$ cat src/rtl/murmur2a_stream_hash32_defines.svh
// ----------------------------------------------------------------------------
// Assertion macros for the MurmurHash2A stream hash
// Shared macros for the concurrent checks of the hash block.
// ----------------------------------------------------------------------------
`ifndef MURMUR2A_STREAM_HASH32_DEFINES_SVH
`define MURMUR2A_STREAM_HASH32_DEFINES_SVH

// The consequent must hold in the same cycle as the antecedent.
`define MM2A_ASSERT_SAME(label, clk, rst_n, ante, cons) \
    label: assert property (@(posedge clk) disable iff (!rst_n) (ante) |-> (cons)) \
        else $error("mm2a check failed");

// The consequent must hold in the cycle after the antecedent.
`define MM2A_ASSERT_NEXT(label, clk, rst_n, ante, cons) \
    label: assert property (@(posedge clk) disable iff (!rst_n) (ante) |=> (cons)) \
        else $error("mm2a check failed");

`endif

$ cat src/rtl/mm2a_pkg.sv
// ----------------------------------------------------------------------------
// MurmurHash2A package
// Constants and widths of the MurmurHash2A 32-bit stream hash.
// ----------------------------------------------------------------------------
package mm2a_pkg;

    localparam int unsigned WORD_W  = 32;
    localparam int unsigned COUNT_W = 3;
    localparam int unsigned FILL_W  = 2;
    localparam int unsigned IN_TDATA_W  = 40;
    localparam int unsigned OUT_TDATA_W = 32;

    localparam logic [WORD_W-1:0]  MUL_CONST    = 32'h5bd1e995;
    localparam int unsigned        MIX_SHIFT    = 24;
    localparam int unsigned        FIN_SHIFT_A  = 13;
    localparam int unsigned        FIN_SHIFT_B  = 15;
    localparam logic [COUNT_W-1:0] MAX_COUNT    = 3'd4;

endpackage

$ cat src/rtl/murmur2a_stream_hash32.sv
// ----------------------------------------------------------------------------
// MurmurHash2A 32-bit stream hash
// Incremental hash over a byte message delivered up to four bytes at a time.
// ----------------------------------------------------------------------------
// Each input transaction carries up to four little-endian bytes, a byte count
// and tlast. One 32-bit multiplier by the Murmur constant is shared by all
// mixing steps and the finalizer, so the input is held while it works: a
// transaction that completes no 4-byte block leaves the block ready for another,
// one that completes a block waits for the block mix, and a final one waits
// for any block mix, the tail mix, the length mix and the finalizer before the
// hash lands in the output register, and further while that register holds an
// unaccepted hash. The seed is taken at the first transaction of each message.
`include "murmur2a_stream_hash32_defines.svh"

module murmur2a_stream_hash32
    import mm2a_pkg::*;
(
    input  logic                   clk,
    input  logic                   rst_n,
    // Configuration write channel: seed.
    input  logic                   cfg_valid,
    output logic                   cfg_ready,
    input  logic [WORD_W-1:0]      cfg_data,
    // Input stream.
    input  logic                   s_tvalid,
    output logic                   s_tready,
    input  logic [IN_TDATA_W-1:0]  s_tdata,   // data_bytes[31:0], byte_count[34:32], zeros
    input  logic                   s_tlast,
    // Output stream.
    output logic                   m_tvalid,
    input  logic                   m_tready,
    output logic [OUT_TDATA_W-1:0] m_tdata    // hash[31:0]
);

    typedef enum logic [2:0] {
        ST_IDLE,
        ST_MIX_K1,
        ST_MIX_K2,
        ST_MIX_H,
        ST_FIN_M,
        ST_FIN_OUT
    } state_t;

    typedef enum logic [1:0] {
        SEL_BLOCK,
        SEL_TAIL,
        SEL_LENGTH
    } mix_sel_t;

    state_t              state_reg, state_next;
    mix_sel_t            sel_reg, sel_next;
    logic [WORD_W-1:0]   seed_reg, seed_next;
    logic [WORD_W-1:0]   hash_reg, hash_next;
    logic [WORD_W-1:0]   k_reg, k_next;
    logic [WORD_W-1:0]   tail_reg, tail_next;
    logic [FILL_W-1:0]   fill_reg, fill_next;
    logic [WORD_W-1:0]   len_reg, len_next;
    logic                in_msg_reg, in_msg_next;
    logic                last_reg, last_next;
    logic                out_valid_reg, out_valid_next;
    logic [WORD_W-1:0]   out_data_reg, out_data_next;

    logic                  in_accept;
    logic [WORD_W-1:0]     in_data;
    logic [COUNT_W-1:0]    in_count_raw;
    logic [COUNT_W-1:0]    in_count;
    logic [WORD_W-1:0]     byte_mask;
    logic [WORD_W-1:0]     hash_base;
    logic [WORD_W-1:0]     tail_base;
    logic [FILL_W-1:0]     fill_base;
    logic [WORD_W-1:0]     len_base;
    logic [2*WORD_W-1:0]   merged;
    logic [COUNT_W-1:0]    fill_sum;
    logic                  word_done;
    logic [WORD_W-1:0]     mul_a;
    logic [WORD_W-1:0]     mul_p;
    logic                  out_free;

    assign cfg_ready = 1'b1;
    assign s_tready  = (state_reg == ST_IDLE);
    assign m_tvalid  = out_valid_reg;
    assign m_tdata   = out_data_reg;

    assign in_accept    = s_tvalid && s_tready;
    assign in_data      = s_tdata[WORD_W-1:0];
    assign in_count_raw = s_tdata[WORD_W+COUNT_W-1:WORD_W];
    assign in_count     = (in_count_raw > MAX_COUNT) ? MAX_COUNT : in_count_raw;
    assign out_free     = !out_valid_reg || m_tready;

    always_comb
    begin
        case (in_count)
            3'd0:    byte_mask = 32'h0000_0000;
            3'd1:    byte_mask = 32'h0000_00ff;
            3'd2:    byte_mask = 32'h0000_ffff;
            3'd3:    byte_mask = 32'h00ff_ffff;
            default: byte_mask = 32'hffff_ffff;
        endcase
    end

    assign hash_base = in_msg_reg ? hash_reg : seed_reg;
    assign tail_base = in_msg_reg ? tail_reg : '0;
    assign fill_base = in_msg_reg ? fill_reg : '0;
    assign len_base  = in_msg_reg ? len_reg  : '0;

    assign merged    = {{WORD_W{1'b0}}, tail_base}
                     | ({{WORD_W{1'b0}}, in_data & byte_mask} << {fill_base, 3'b000});
    assign fill_sum  = {1'b0, fill_base} + in_count;
    assign word_done = fill_sum[FILL_W];

    // Shared multiplier: every step multiplies by the Murmur constant.
    always_comb
    begin
        case (state_reg)
            ST_MIX_K1: mul_a = k_reg;
            ST_MIX_K2: mul_a = k_reg ^ (k_reg >> MIX_SHIFT);
            ST_MIX_H:  mul_a = hash_reg;
            ST_FIN_M:  mul_a = hash_reg ^ (hash_reg >> FIN_SHIFT_A);
            default:   mul_a = hash_reg;
        endcase
    end

    assign mul_p = mul_a * MUL_CONST;

    always_comb
    begin
        state_next     = state_reg;
        sel_next       = sel_reg;
        seed_next      = seed_reg;
        hash_next      = hash_reg;
        k_next         = k_reg;
        tail_next      = tail_reg;
        fill_next      = fill_reg;
        len_next       = len_reg;
        in_msg_next    = in_msg_reg;
        last_next      = last_reg;
        out_valid_next = out_valid_reg;
        out_data_next  = out_data_reg;

        if (out_valid_reg && m_tready)
        begin
            out_valid_next = 1'b0;
        end

        if (cfg_valid && cfg_ready)
        begin
            seed_next = cfg_data;
        end

        case (state_reg)
            ST_IDLE:
            begin
                if (in_accept)
                begin
                    hash_next   = hash_base;
                    len_next    = len_base + {{(WORD_W-COUNT_W){1'b0}}, in_count};
                    fill_next   = fill_sum[FILL_W-1:0];
                    last_next   = s_tlast;
                    in_msg_next = 1'b1;
                    if (word_done)
                    begin
                        k_next     = merged[WORD_W-1:0];
                        tail_next  = merged[2*WORD_W-1:WORD_W];
                        sel_next   = SEL_BLOCK;
                        state_next = ST_MIX_K1;
                    end
                    else
                    begin
                        tail_next = merged[WORD_W-1:0];
                        if (s_tlast)
                        begin
                            k_next     = merged[WORD_W-1:0];
                            sel_next   = SEL_TAIL;
                            state_next = ST_MIX_K1;
                        end
                    end
                end
            end
            ST_MIX_K1:
            begin
                k_next     = mul_p;
                state_next = ST_MIX_K2;
            end
            ST_MIX_K2:
            begin
                k_next     = mul_p;
                state_next = ST_MIX_H;
            end
            ST_MIX_H:
            begin
                hash_next = mul_p ^ k_reg;
                case (sel_reg)
                    SEL_BLOCK:
                    begin
                        if (last_reg)
                        begin
                            k_next     = tail_reg;
                            sel_next   = SEL_TAIL;
                            state_next = ST_MIX_K1;
                        end
                        else
                        begin
                            state_next = ST_IDLE;
                        end
                    end
                    SEL_TAIL:
                    begin
                        k_next     = len_reg;
                        sel_next   = SEL_LENGTH;
                        state_next = ST_MIX_K1;
                    end
                    default:
                    begin
                        state_next = ST_FIN_M;
                    end
                endcase
            end
            ST_FIN_M:
            begin
                hash_next  = mul_p;
                state_next = ST_FIN_OUT;
            end
            ST_FIN_OUT:
            begin
                if (out_free)
                begin
                    out_data_next  = hash_reg ^ (hash_reg >> FIN_SHIFT_B);
                    out_valid_next = 1'b1;
                    hash_next      = hash_reg ^ (hash_reg >> FIN_SHIFT_B);
                    tail_next      = '0;
                    fill_next      = '0;
                    len_next       = '0;
                    in_msg_next    = 1'b0;
                    state_next     = ST_IDLE;
                end
            end
            default:
            begin
                state_next = ST_IDLE;
            end
        endcase
    end

    always_ff @(posedge clk or negedge rst_n)
    begin
        if (!rst_n)
        begin
            state_reg     <= ST_IDLE;
            sel_reg       <= SEL_BLOCK;
            seed_reg      <= '0;
            hash_reg      <= '0;
            k_reg         <= '0;
            tail_reg      <= '0;
            fill_reg      <= '0;
            len_reg       <= '0;
            in_msg_reg    <= 1'b0;
            last_reg      <= 1'b0;
            out_valid_reg <= 1'b0;
            out_data_reg  <= '0;
        end
        else
        begin
            state_reg     <= state_next;
            sel_reg       <= sel_next;
            seed_reg      <= seed_next;
            hash_reg      <= hash_next;
            k_reg         <= k_next;
            tail_reg      <= tail_next;
            fill_reg      <= fill_next;
            len_reg       <= len_next;
            in_msg_reg    <= in_msg_next;
            last_reg      <= last_next;
            out_valid_reg <= out_valid_next;
            out_data_reg  <= out_data_next;
        end
    end

    // A final transaction always starts a mixing pass.
    `MM2A_ASSERT_NEXT(a_last_starts_mix, clk, rst_n, in_accept && s_tlast,
        state_reg == ST_MIX_K1)
    // A transaction that completes no block and is not final keeps the block ready.
    `MM2A_ASSERT_NEXT(a_partial_stays_idle, clk, rst_n, in_accept && !s_tlast && !word_done,
        state_reg == ST_IDLE && in_msg_reg)
    // The length mix is always followed by the finalizer multiply.
    `MM2A_ASSERT_NEXT(a_length_then_fin, clk, rst_n,
        state_reg == ST_MIX_H && sel_reg == SEL_LENGTH, state_reg == ST_FIN_M)
    // Once the output register is free, the finished hash is presented.
    `MM2A_ASSERT_NEXT(a_fin_delivers, clk, rst_n, state_reg == ST_FIN_OUT && out_free,
        out_valid_reg && state_reg == ST_IDLE && !in_msg_reg)

endmodule

$ cat config.mk
export PLATFORM = sky130hd
export DESIGN_NAME = murmur2a_stream_hash32
export DESIGN_NICKNAME = d
export VERILOG_FILES = /design/src/rtl/mm2a_pkg.sv /design/src/rtl/murmur2a_stream_hash32.sv
export VERILOG_INCLUDE_DIRS = /design/src /design/src/rtl
export SDC_FILE = /design/constraint.sdc
export NUM_CORES = 1
export LEC_CHECK = 0
export BUFFER_PORTS_ARGS = -buffer_cell sky130_fd_sc_hd__buf_2
export CAP_MARGIN = 5
export CORE_UTILIZATION = 35
export CTS_BUF_LIST = sky130_fd_sc_hd__clkbuf_16
export DETAILED_ROUTE_END_ITERATION = 12
export PLACE_DENSITY_LB_ADDON = 0.3
export SLEW_MARGIN = 20
export SYNTH_ARGS = -nofsm -noshare
export SYNTH_HDL_FRONTEND = slang
export SYNTH_SLANG_ARGS = --single-unit
$ cat constraint.sdc
create_clock -name clk -period 24.5 [get_ports clk]
set_input_delay 1.225 -clock clk [delete_from_list [all_inputs] [get_ports clk]]
set_output_delay 1.225 -clock clk [all_outputs]
set_load 0.02 [all_outputs]
## Word-level counts from Yosys, hierarchy flattened

Cells that the tools add are included.

- Memory bits (read-only): 0
- Latch bits: 0
- Register bits after elaboration: 202
- Memories kept: 0
- Memory bits (writable): 0
- Word-level logic and storage cells: 101

- Magnitude comparators: 1
- Shifts and indexed selects: 1
- Eq/ne operators: 15
- Div/mod/pow operators: 0
- Add/subtract/negate cells: 2
- Muxes and demuxes: 44
- $mul: 1
- Bitwise logic cells: 6
- Reductions and logical operators: 19

Operators by type and width:

| cell | number |
|---|---|
| $mux W32 | 13 |
| $pmux W32 S4 | 2 |
| $pmux W32 S2 | 3 |
| $pmux W32 S3 | 2 |
| $or A32 B64 Y64 | 1 |
| $shl A32 B5 Y64 | 1 |
| $add A32 B3 Y32 | 1 |
| $and A32 B32 Y32 | 1 |
| $mul A32 B31 Y32 const B | 1 |
| $xor A32 B17 Y32 | 1 |
| $xor A32 B19 Y32 | 1 |
| $xor A32 B32 Y32 | 1 |
| $xor A32 B8 Y32 | 1 |
| $pmux W3 S6 | 1 |
| $mux W3 | 5 |
| $mux W2 | 7 |
| $eq A3 B2 Y1 const B | 4 |
| $pmux W2 S2 | 3 |
| $reduce_and A5 Y1 | 2 |
| $eq A3 B1 Y1 const B | 2 |
| $eq A3 B3 Y1 const B | 2 |
| $logic_not A3 Y1 | 2 |
| $mux W1 | 6 |
| $ne A3 B3 Y1 const B | 2 |
| 19 further kinds | 24 |

## Longest topological paths before layout

Gate-level depths: netlist of the first run.

- Word-level depth: 11
- Mapped depth: 35
- Depth with buffers taken out: 33

## Worst setup path after synthesis of the first run

No wires, ideal clock.

- Path kind: reg2reg
- Start point: register state_reg[0]
- End point: register hash_reg[31]
- Stages on the path, launching flop included: 30
- Data arrival time: 8.188 ns
- Path slack: 16.230 ns
- Period minus slack after synthesis: 8.270 ns
- Path through: dfrtp_1 > buf_2 > nor3b_2 > clkbuf_1 > buf_1 > nand2_1 > o211ai_1 > fa_1 > ha_1 > inv_1 > fa_1 > fa_1 > fa_1 > inv_1 > fa_1 > fa_1 > inv_1 > fa_1 > inv_1 > ha_1 > and3_1 > nand2_1 > nor3_1 > and3_1 > a32o_1 > o41a_1 > xor3_1 > xnor2_1 > o221ai_1 > a31oi_1

- Word-level cells in the longest chain between the ends: 5
- Elaborated cells on any way between the ends: 16

Ends and longest elaborated chain:

| item | line | RTL |
|---|---|---|
| start: declaration | murmur2a_stream_hash32.sv:50 | `state_t state_reg, state_next;` |
| start signal: assignment | murmur2a_stream_hash32.sv:263 | `state_reg <= state_next;` |
| $eq A3 B3 Y1 (tied with other cells) | murmur2a_stream_hash32.sv:114, murmur2a_stream_hash32.sv:150 |  |
| $pmux W32 S3 | murmur2a_stream_hash32.sv:114 | `case (state_reg)` |
| $mul A32 B31 Y32 | murmur2a_stream_hash32.sv:123 | `assign mul_p = mul_a * MUL_CONST;` |
| $xor A32 B32 Y32 | murmur2a_stream_hash32.sv:191 | `hash_next = mul_p ^ k_reg;` |
| $pmux W32 S4 | murmur2a_stream_hash32.sv:150 | `case (state_reg)` |
| end signal: assignment | murmur2a_stream_hash32.sv:266 | `hash_reg <= hash_next;` |
| end: declaration | murmur2a_stream_hash32.sv:53 | `logic [WORD_W-1:0] hash_reg, hash_next;` |

Parallel ways exist; a longest one is shown, timed or not.
A chain may end at the register's enable or synchronous reset.

## Final worst setup path of the first run

- Start point: register state_reg[1]
- End point: register hash_reg[31]

Same word-level chain as after synthesis.

==> results.json, run 1 <==
{
  "slowest_delay_ns": 0.66,
  "vias": 18000,
  "ys_seq_area_share_pct": 24.3,
  "crit_type": "reg -> reg",
  "hp-start": "m_tdata[23]$_DFFE_PN0P_",
  "cts.sinks": 202,
  "cts_buffers": 24,
  "finalCritPeriodShare_pct": 41.3,
  "antenna_cells": 0,
  "place_congestion": 0.958,
  "layout.nets": 2896,
  "post_cts_buffers": 0,
  "fill_cells": 5894,
  "cp-end-kind": "flip-flop",
  "fin_skew_ns": 0.0370,
  "viasPerCell": 5.62,
  "async_flop_share_pct": 100,
  "holdBufCountCts": 0,
  "final_layout_size_suffix_gt1_share_pct": 10.5,
  "start_util_pct": 35.4,
  "syn_inst": 2351,
  "postPlaceCellArea_mm2": 0.0223,
  "cp_max_fo": 35,
  "ios": 113,
  "reg2reg_from": "state_reg[1]$_DFFE_PN0P_",
  "maxSlewViolCount": 0,
  "clockBufferDepth": 3,
  "crit_top_cell": "fa_1",
  "syn_avg_cell_area_um2": 8.86,
  "drt-total-wl_um": 72100,
  "drtAntennaViolNets": 0,
  "final_cell_mix": "inv_1, nand2_1, ha_1",
  "arrival_ns": 10.57,
  "ys_types": 77,
  "synthFlopType": "dfrtp_1",
  "grt_pass1_wl_um": 111000,
  "cp_slowest_cell": "a21o_1",
  "clock_latency_ns": 0.55,
  "cts_htree_levels": 1,
  "overflow": 0,
  "die_w_um": 246,
  "fmax_ghz": 0.0987,
  "worst_pin_slew_ns": 1.16,
  "syn_nets": 2829,
  "cts_resized": 0,
  "synthMuxAreaShare_pct": 3.24,
  "drtIter0Drc": 1689,
  "syn-cell-area_mm2": 0.0208,
  "worstSetupStartpoint": "state_reg[1]$_DFFE_PN0P_",
  "finalSetupViolations": 0,
  "yosys.area_share.simple_pct": 11.1,
  "synth_fa_ha_area_share_pct": 30.6,
  "track_usage_pct": 24.2,
  "synth_top_family_by_area": "adder cells",
  "core_area_mm2": 0.0589,
  "portBuffers": 106,
  "hold_viol": 0,
  "cp-start-kind": "flip-flop",
  "cts_root_buf": "clkbuf_16",
  "drc": 0,
  "grt_max_degree": 129,
  "ys_warn_count": 0,
  "dieArea_mm2": 0.0605,
  "mostFrequentLayoutCell": "inv_1",
  "detail_route.wl_per_cell_um": 22.5,
  "dp_hpwl_um": 55800,
  "cts.reportedPaths.clkPinSlew_ns": 0.06,
  "fin_area_mm2": 0.0231,
  "synth_compound_area_share_pct": 17.7,
  "fin_util_pct": 39.2,
  "synth_edf_count": 0,
  "cap_violations": 0,
  "area_delta_synth_final_pct": 10.8,
  "grt_pass1_vias": 18000,
  "hold_path_class": "reg -> reg",
  "synth-xor-area-share_pct": 4.54,
  "fp-row-count": 89,
  "timing.slew.headroom_pct": 22.2,
  "ys_seq_elements": 202,
  "fin_crit_ns": 10.13,
  "antenna_found_initial": 0,
  "drtPass1Iterations": 7,
  "chipHeight_um": 246,
  "critPathRequiredTime_ns": 24.94,
  "cts_tree": "yes",
  "setup_tns_ns": 0,
  "grt_setup_unrepaired": "no",
  "status": "complete, no violations"
}
## final timing paths
path	end	slack [ns]	depth (start not counted)
worst max register to register	hash_reg[31]$_DFFE_PN0P_	14.37	29
worst min register to register	m_tdata[23]$_DFFE_PN0P_	0.50	1
min in group asynchronous	tail_reg[14]$_DFFE_PN0P_	0.66	1
worst max-delay path	hash_reg[31]$_DFFE_PN0P_	14.37	29
worst min-delay path	m_tdata[23]$_DFFE_PN0P_	0.50	1
max in group asynchronous	k_reg[18]$_DFFE_PN0P_	22.05	3
## cell type report
type	count	area [um2]	area share [%]
inverter	368	1380	5.98
sequential	202	5050	21.9
clock inverter	19	204	0.883
clock buffer	24	601	2.60
timing repair buffer	146	861	3.73
multi-input combinational	1676	14000	60.7
tap	773	967	4.19
## cell families after synthesis
kind of cell | after synthesis
simple gates | 536
buf+inv | 473
mux | 61
fa+ha+maj | 400
compound gates | 575
other cells | 1
xor+xnor | 103
flops | 202
## metrics by stage
stage / cells / hold slack [ns] / setup slack (ns)
after floorplan: 2351 / 0.463 / 16.23
after global placement: 3164 / 0.489 / 14.68
after detailed placement: 3164 / 0.492 / 14.53
after CTS: 3207 / 0.507 / 14.43
after global routing: 3208 / 0.521 / 13.93
final: 3208 / 0.502 / 14.37
## critical path: cells and delay by family (launching register included)
| kind | cells | cell delay [ns] |
|---|---|---|
| simple gates | 5 | 1.60 |
| buf+inv | 7 | 1.33 |
| xor+xnor | 2 | 0.67 |
| compound gates | 6 | 1.92 |
| flops | 1 | 0.38 |
| fa+ha+maj | 9 | 4.10 |
## routing by layer
metal	GRT usage (%)	part of all wire, %	vias up
li1	-	-	8089
met1	33.4	43	8971
met2	39.0	47	831
met3	2.12	6.9	135
met4	9.13	3.9	0
met5	0	0	-
## synth_stat cells, drive strengths merged, types with 6 or more instances
| library cell | count | area (um2) |
|---|---|---|
| a31oi | 14 | 103 |
| xor2 | 23 | 201 |
| clkbuf | 81 | 304 |
| fa | 181 | 3620 |
| nor2 | 167 | 627 |
| o31ai | 6 | 45.0 |
| a32o | 8 | 80.1 |
| buf | 24 | 105 |
| o221ai | 8 | 70.1 |
| o211ai | 13 | 97.6 |
| a221oi | 36 | 315 |
| nor3 | 21 | 110 |
| and3 | 11 | 68.8 |
| a211oi | 10 | 85.1 |
| nand2 | 232 | 871 |
| ha | 219 | 2740 |
| o21ai | 180 | 905 |
| nand3 | 46 | 230 |
| mux2i | 9 | 90.1 |
| dfrtp | 202 | 5050 |
| a221o | 11 | 110 |
| mux2 | 52 | 586 |
| o22ai | 25 | 156 |
| xnor2 | 77 | 674 |
| and2 | 16 | 100 |
| a22oi | 21 | 171 |
| a21oi | 150 | 751 |
| a22o | 23 | 201 |
| inv | 367 | 1380 |
| nor2b | 7 | 43.8 |
| nand4 | 9 | 56.3 |
| a21o | 27 | 203 |
Power of run 1 is not shown: default switching activity piles up to over one toggle a cycle in this logic, so the estimate is an artifact.
==> run 2, diff against run 1 <==
clock period = 8.9 ns   (was 24.5 ns; I/O delays follow)
==> run 2 against run 1 <==
Effect of this change: clock-buffer cell count decreased by 1; wire length increased by 1.9%; clock skew increased by 0.0058 ns; final area increased by 0.66%; critical path depth increased by 3; global-route usage increased by 0.53 points; die area unchanged; non-clock buffer count increased by 31; sequential share of layout area decreased by 0.14 points; first-iteration DRC count decreased by 12%; highest routed layer unchanged; final cell count increased by 0.94%.
==> results.json, run 2 (synthesis gave the netlist of run 1 again) <==
{
  "chipHeight_um": 246,
  "maxSlewViolCount": 0,
  "layout.nets": 2926,
  "drtPass1Iterations": 6,
  "grt_pass1_wl_um": 113000,
  "antenna_cells": 0,
  "fill_cells": 5910,
  "timing.slew.headroom_pct": 28.9,
  "fp-row-count": 89,
  "dieArea_mm2": 0.0605,
  "arrival_ns": 8.99,
  "grt_max_degree": 76,
  "cts_htree_levels": 1,
  "finalSetupViolations": 0,
  "cts.reportedPaths.clkPinSlew_ns": 0.07,
  "status": "complete, no violations",
  "start_util_pct": 35.4,
  "clockBufferDepth": 3,
  "cts_buffers": 23,
  "detail_route.wl_per_cell_um": 22.7,
  "fmax_ghz": 0.117,
  "cp-end-kind": "flip-flop",
  "critPathRequiredTime_ns": 9.36,
  "viasPerCell": 5.50,
  "hold_viol": 0,
  "hold_path_class": "in -> reg",
  "clock_latency_ns": 0.57,
  "place_congestion": 0.999,
  "grt_pass1_vias": 18100,
  "drc": 0,
  "setup_tns_ns": 0,
  "cp_slowest_cell": "fa_1",
  "worst_pin_slew_ns": 1.06,
  "mostFrequentLayoutCell": "inv_1",
  "cp-start-kind": "flip-flop",
  "vias": 17800,
  "drt-total-wl_um": 73500,
  "multi_input_area_mm2": 0.0140,
  "cts.sinks": 202,
  "drtAntennaViolNets": 0,
  "dp_hpwl_um": 58400,
  "drtIter0Drc": 1483,
  "core_area_mm2": 0.0589,
  "post_cts_buffers": 0,
  "crit_top_cell": "inv_1",
  "finalCritPeriodShare_pct": 95.8,
  "seq_area_mm2": 0.00505,
  "final_cell_mix": "inv_1, nand2_1, ha_1",
  "fin_skew_ns": 0.0428,
  "crit_type": "reg -> reg",
  "overflow": 0,
  "area_delta_synth_final_pct": 11.6,
  "cts_root_buf": "clkbuf_16",
  "slowest_delay_ns": 0.53,
  "track_usage_pct": 24.7,
  "cp_max_fo": 22,
  "die_w_um": 246,
  "cts_tree": "yes",
  "antenna_found_initial": 0,
  "ios": 113,
  "portBuffers": 106,
  "grt_setup_unrepaired": "no",
  "fin_crit_ns": 8.53,
  "cap_violations": 0,
  "final_layout_size_suffix_gt1_share_pct": 11.8
}
run 2: worst paths after layout:
path                                                from                        to  slack, ns  depth (start not counted)
worst max-delay path            state_reg[0]$_DFFE_PN0P_  hash_reg[31]$_DFFE_PN0P_       0.37                         32
worst min-delay path                             s_tlast      last_reg$_DFFE_PN0P_       0.11                          3
worst max register to register  state_reg[0]$_DFFE_PN0P_  hash_reg[31]$_DFFE_PN0P_       0.37                         32
worst min register to register   m_tdata[23]$_DFFE_PN0P_   m_tdata[23]$_DFFE_PN0P_       0.50                          1
max in group asynchronous                          rst_n  seed_reg[12]$_DFFE_PN0P_       6.33                          4
min in group asynchronous                          rst_n  tail_reg[21]$_DFFE_PN0P_       0.47                          2
run 2: layout make-up:
| class | instances | share of cell area, % |
|---|---|---|
| clock buffer | 23 | 2.48 |
| sequential | 202 | 21.8 |
| tap | 773 | 4.16 |
| inverter | 368 | 5.94 |
| clock inverter | 19 | 0.662 |
| multi-input combinational | 1676 | 60.4 |
| timing repair buffer | 177 | 4.63 |
run 2: per-stage QoR:
step	util (%)	cells	area [um2]	worst slack, ns	hold WS, ns
after floorplan	-	2351	20800	0.630	0.149
after global placement	38.2	3195	22500	0.541	0.472
after detailed placement	38.2	3195	22500	0.421	0.474
after CTS	39.4	3238	23200	0.368	0.0966
after global routing	39.5	3238	23200	0.0258	0.113
final	39.5	3238	23200	0.370	0.114
run 2: critical path, delay by kind of cell, from the launching register on:
family	cells	cell delay [ns]
AO/OA/AOI/OAI	8	2.00
XOR/XNOR	3	0.66
adder cells (fa/ha/maj)	9	3.70
buffers and inverters	10	1.37
flip-flops	1	0.39
AND/OR/NAND/NOR	2	0.27
run 2: repair_timing:
item,4_1_cts,5_1_grt
hold buffers,1,0
gates resized for setup,0,4
hold endpoints to repair,74,0
setup endpoints to repair,0,2
run 2: metal layers:
| metal | vias to the layer above | GRT usage (%) | part of all wire, % | wire [um] |
|---|---|---|---|---|
| li1 | 8144 | - | - | - |
| met1 | 8832 | 33.5 | 43 | 31500 |
| met2 | 711 | 40.4 | 47 | 34300 |
| met3 | 124 | 2.43 | 6.5 | 4790 |
| met4 | 0 | 9.15 | 4.0 | 2930 |
| met5 | - | 0 | 0 | 0 |
Power of run 2 is left out for the same reason.
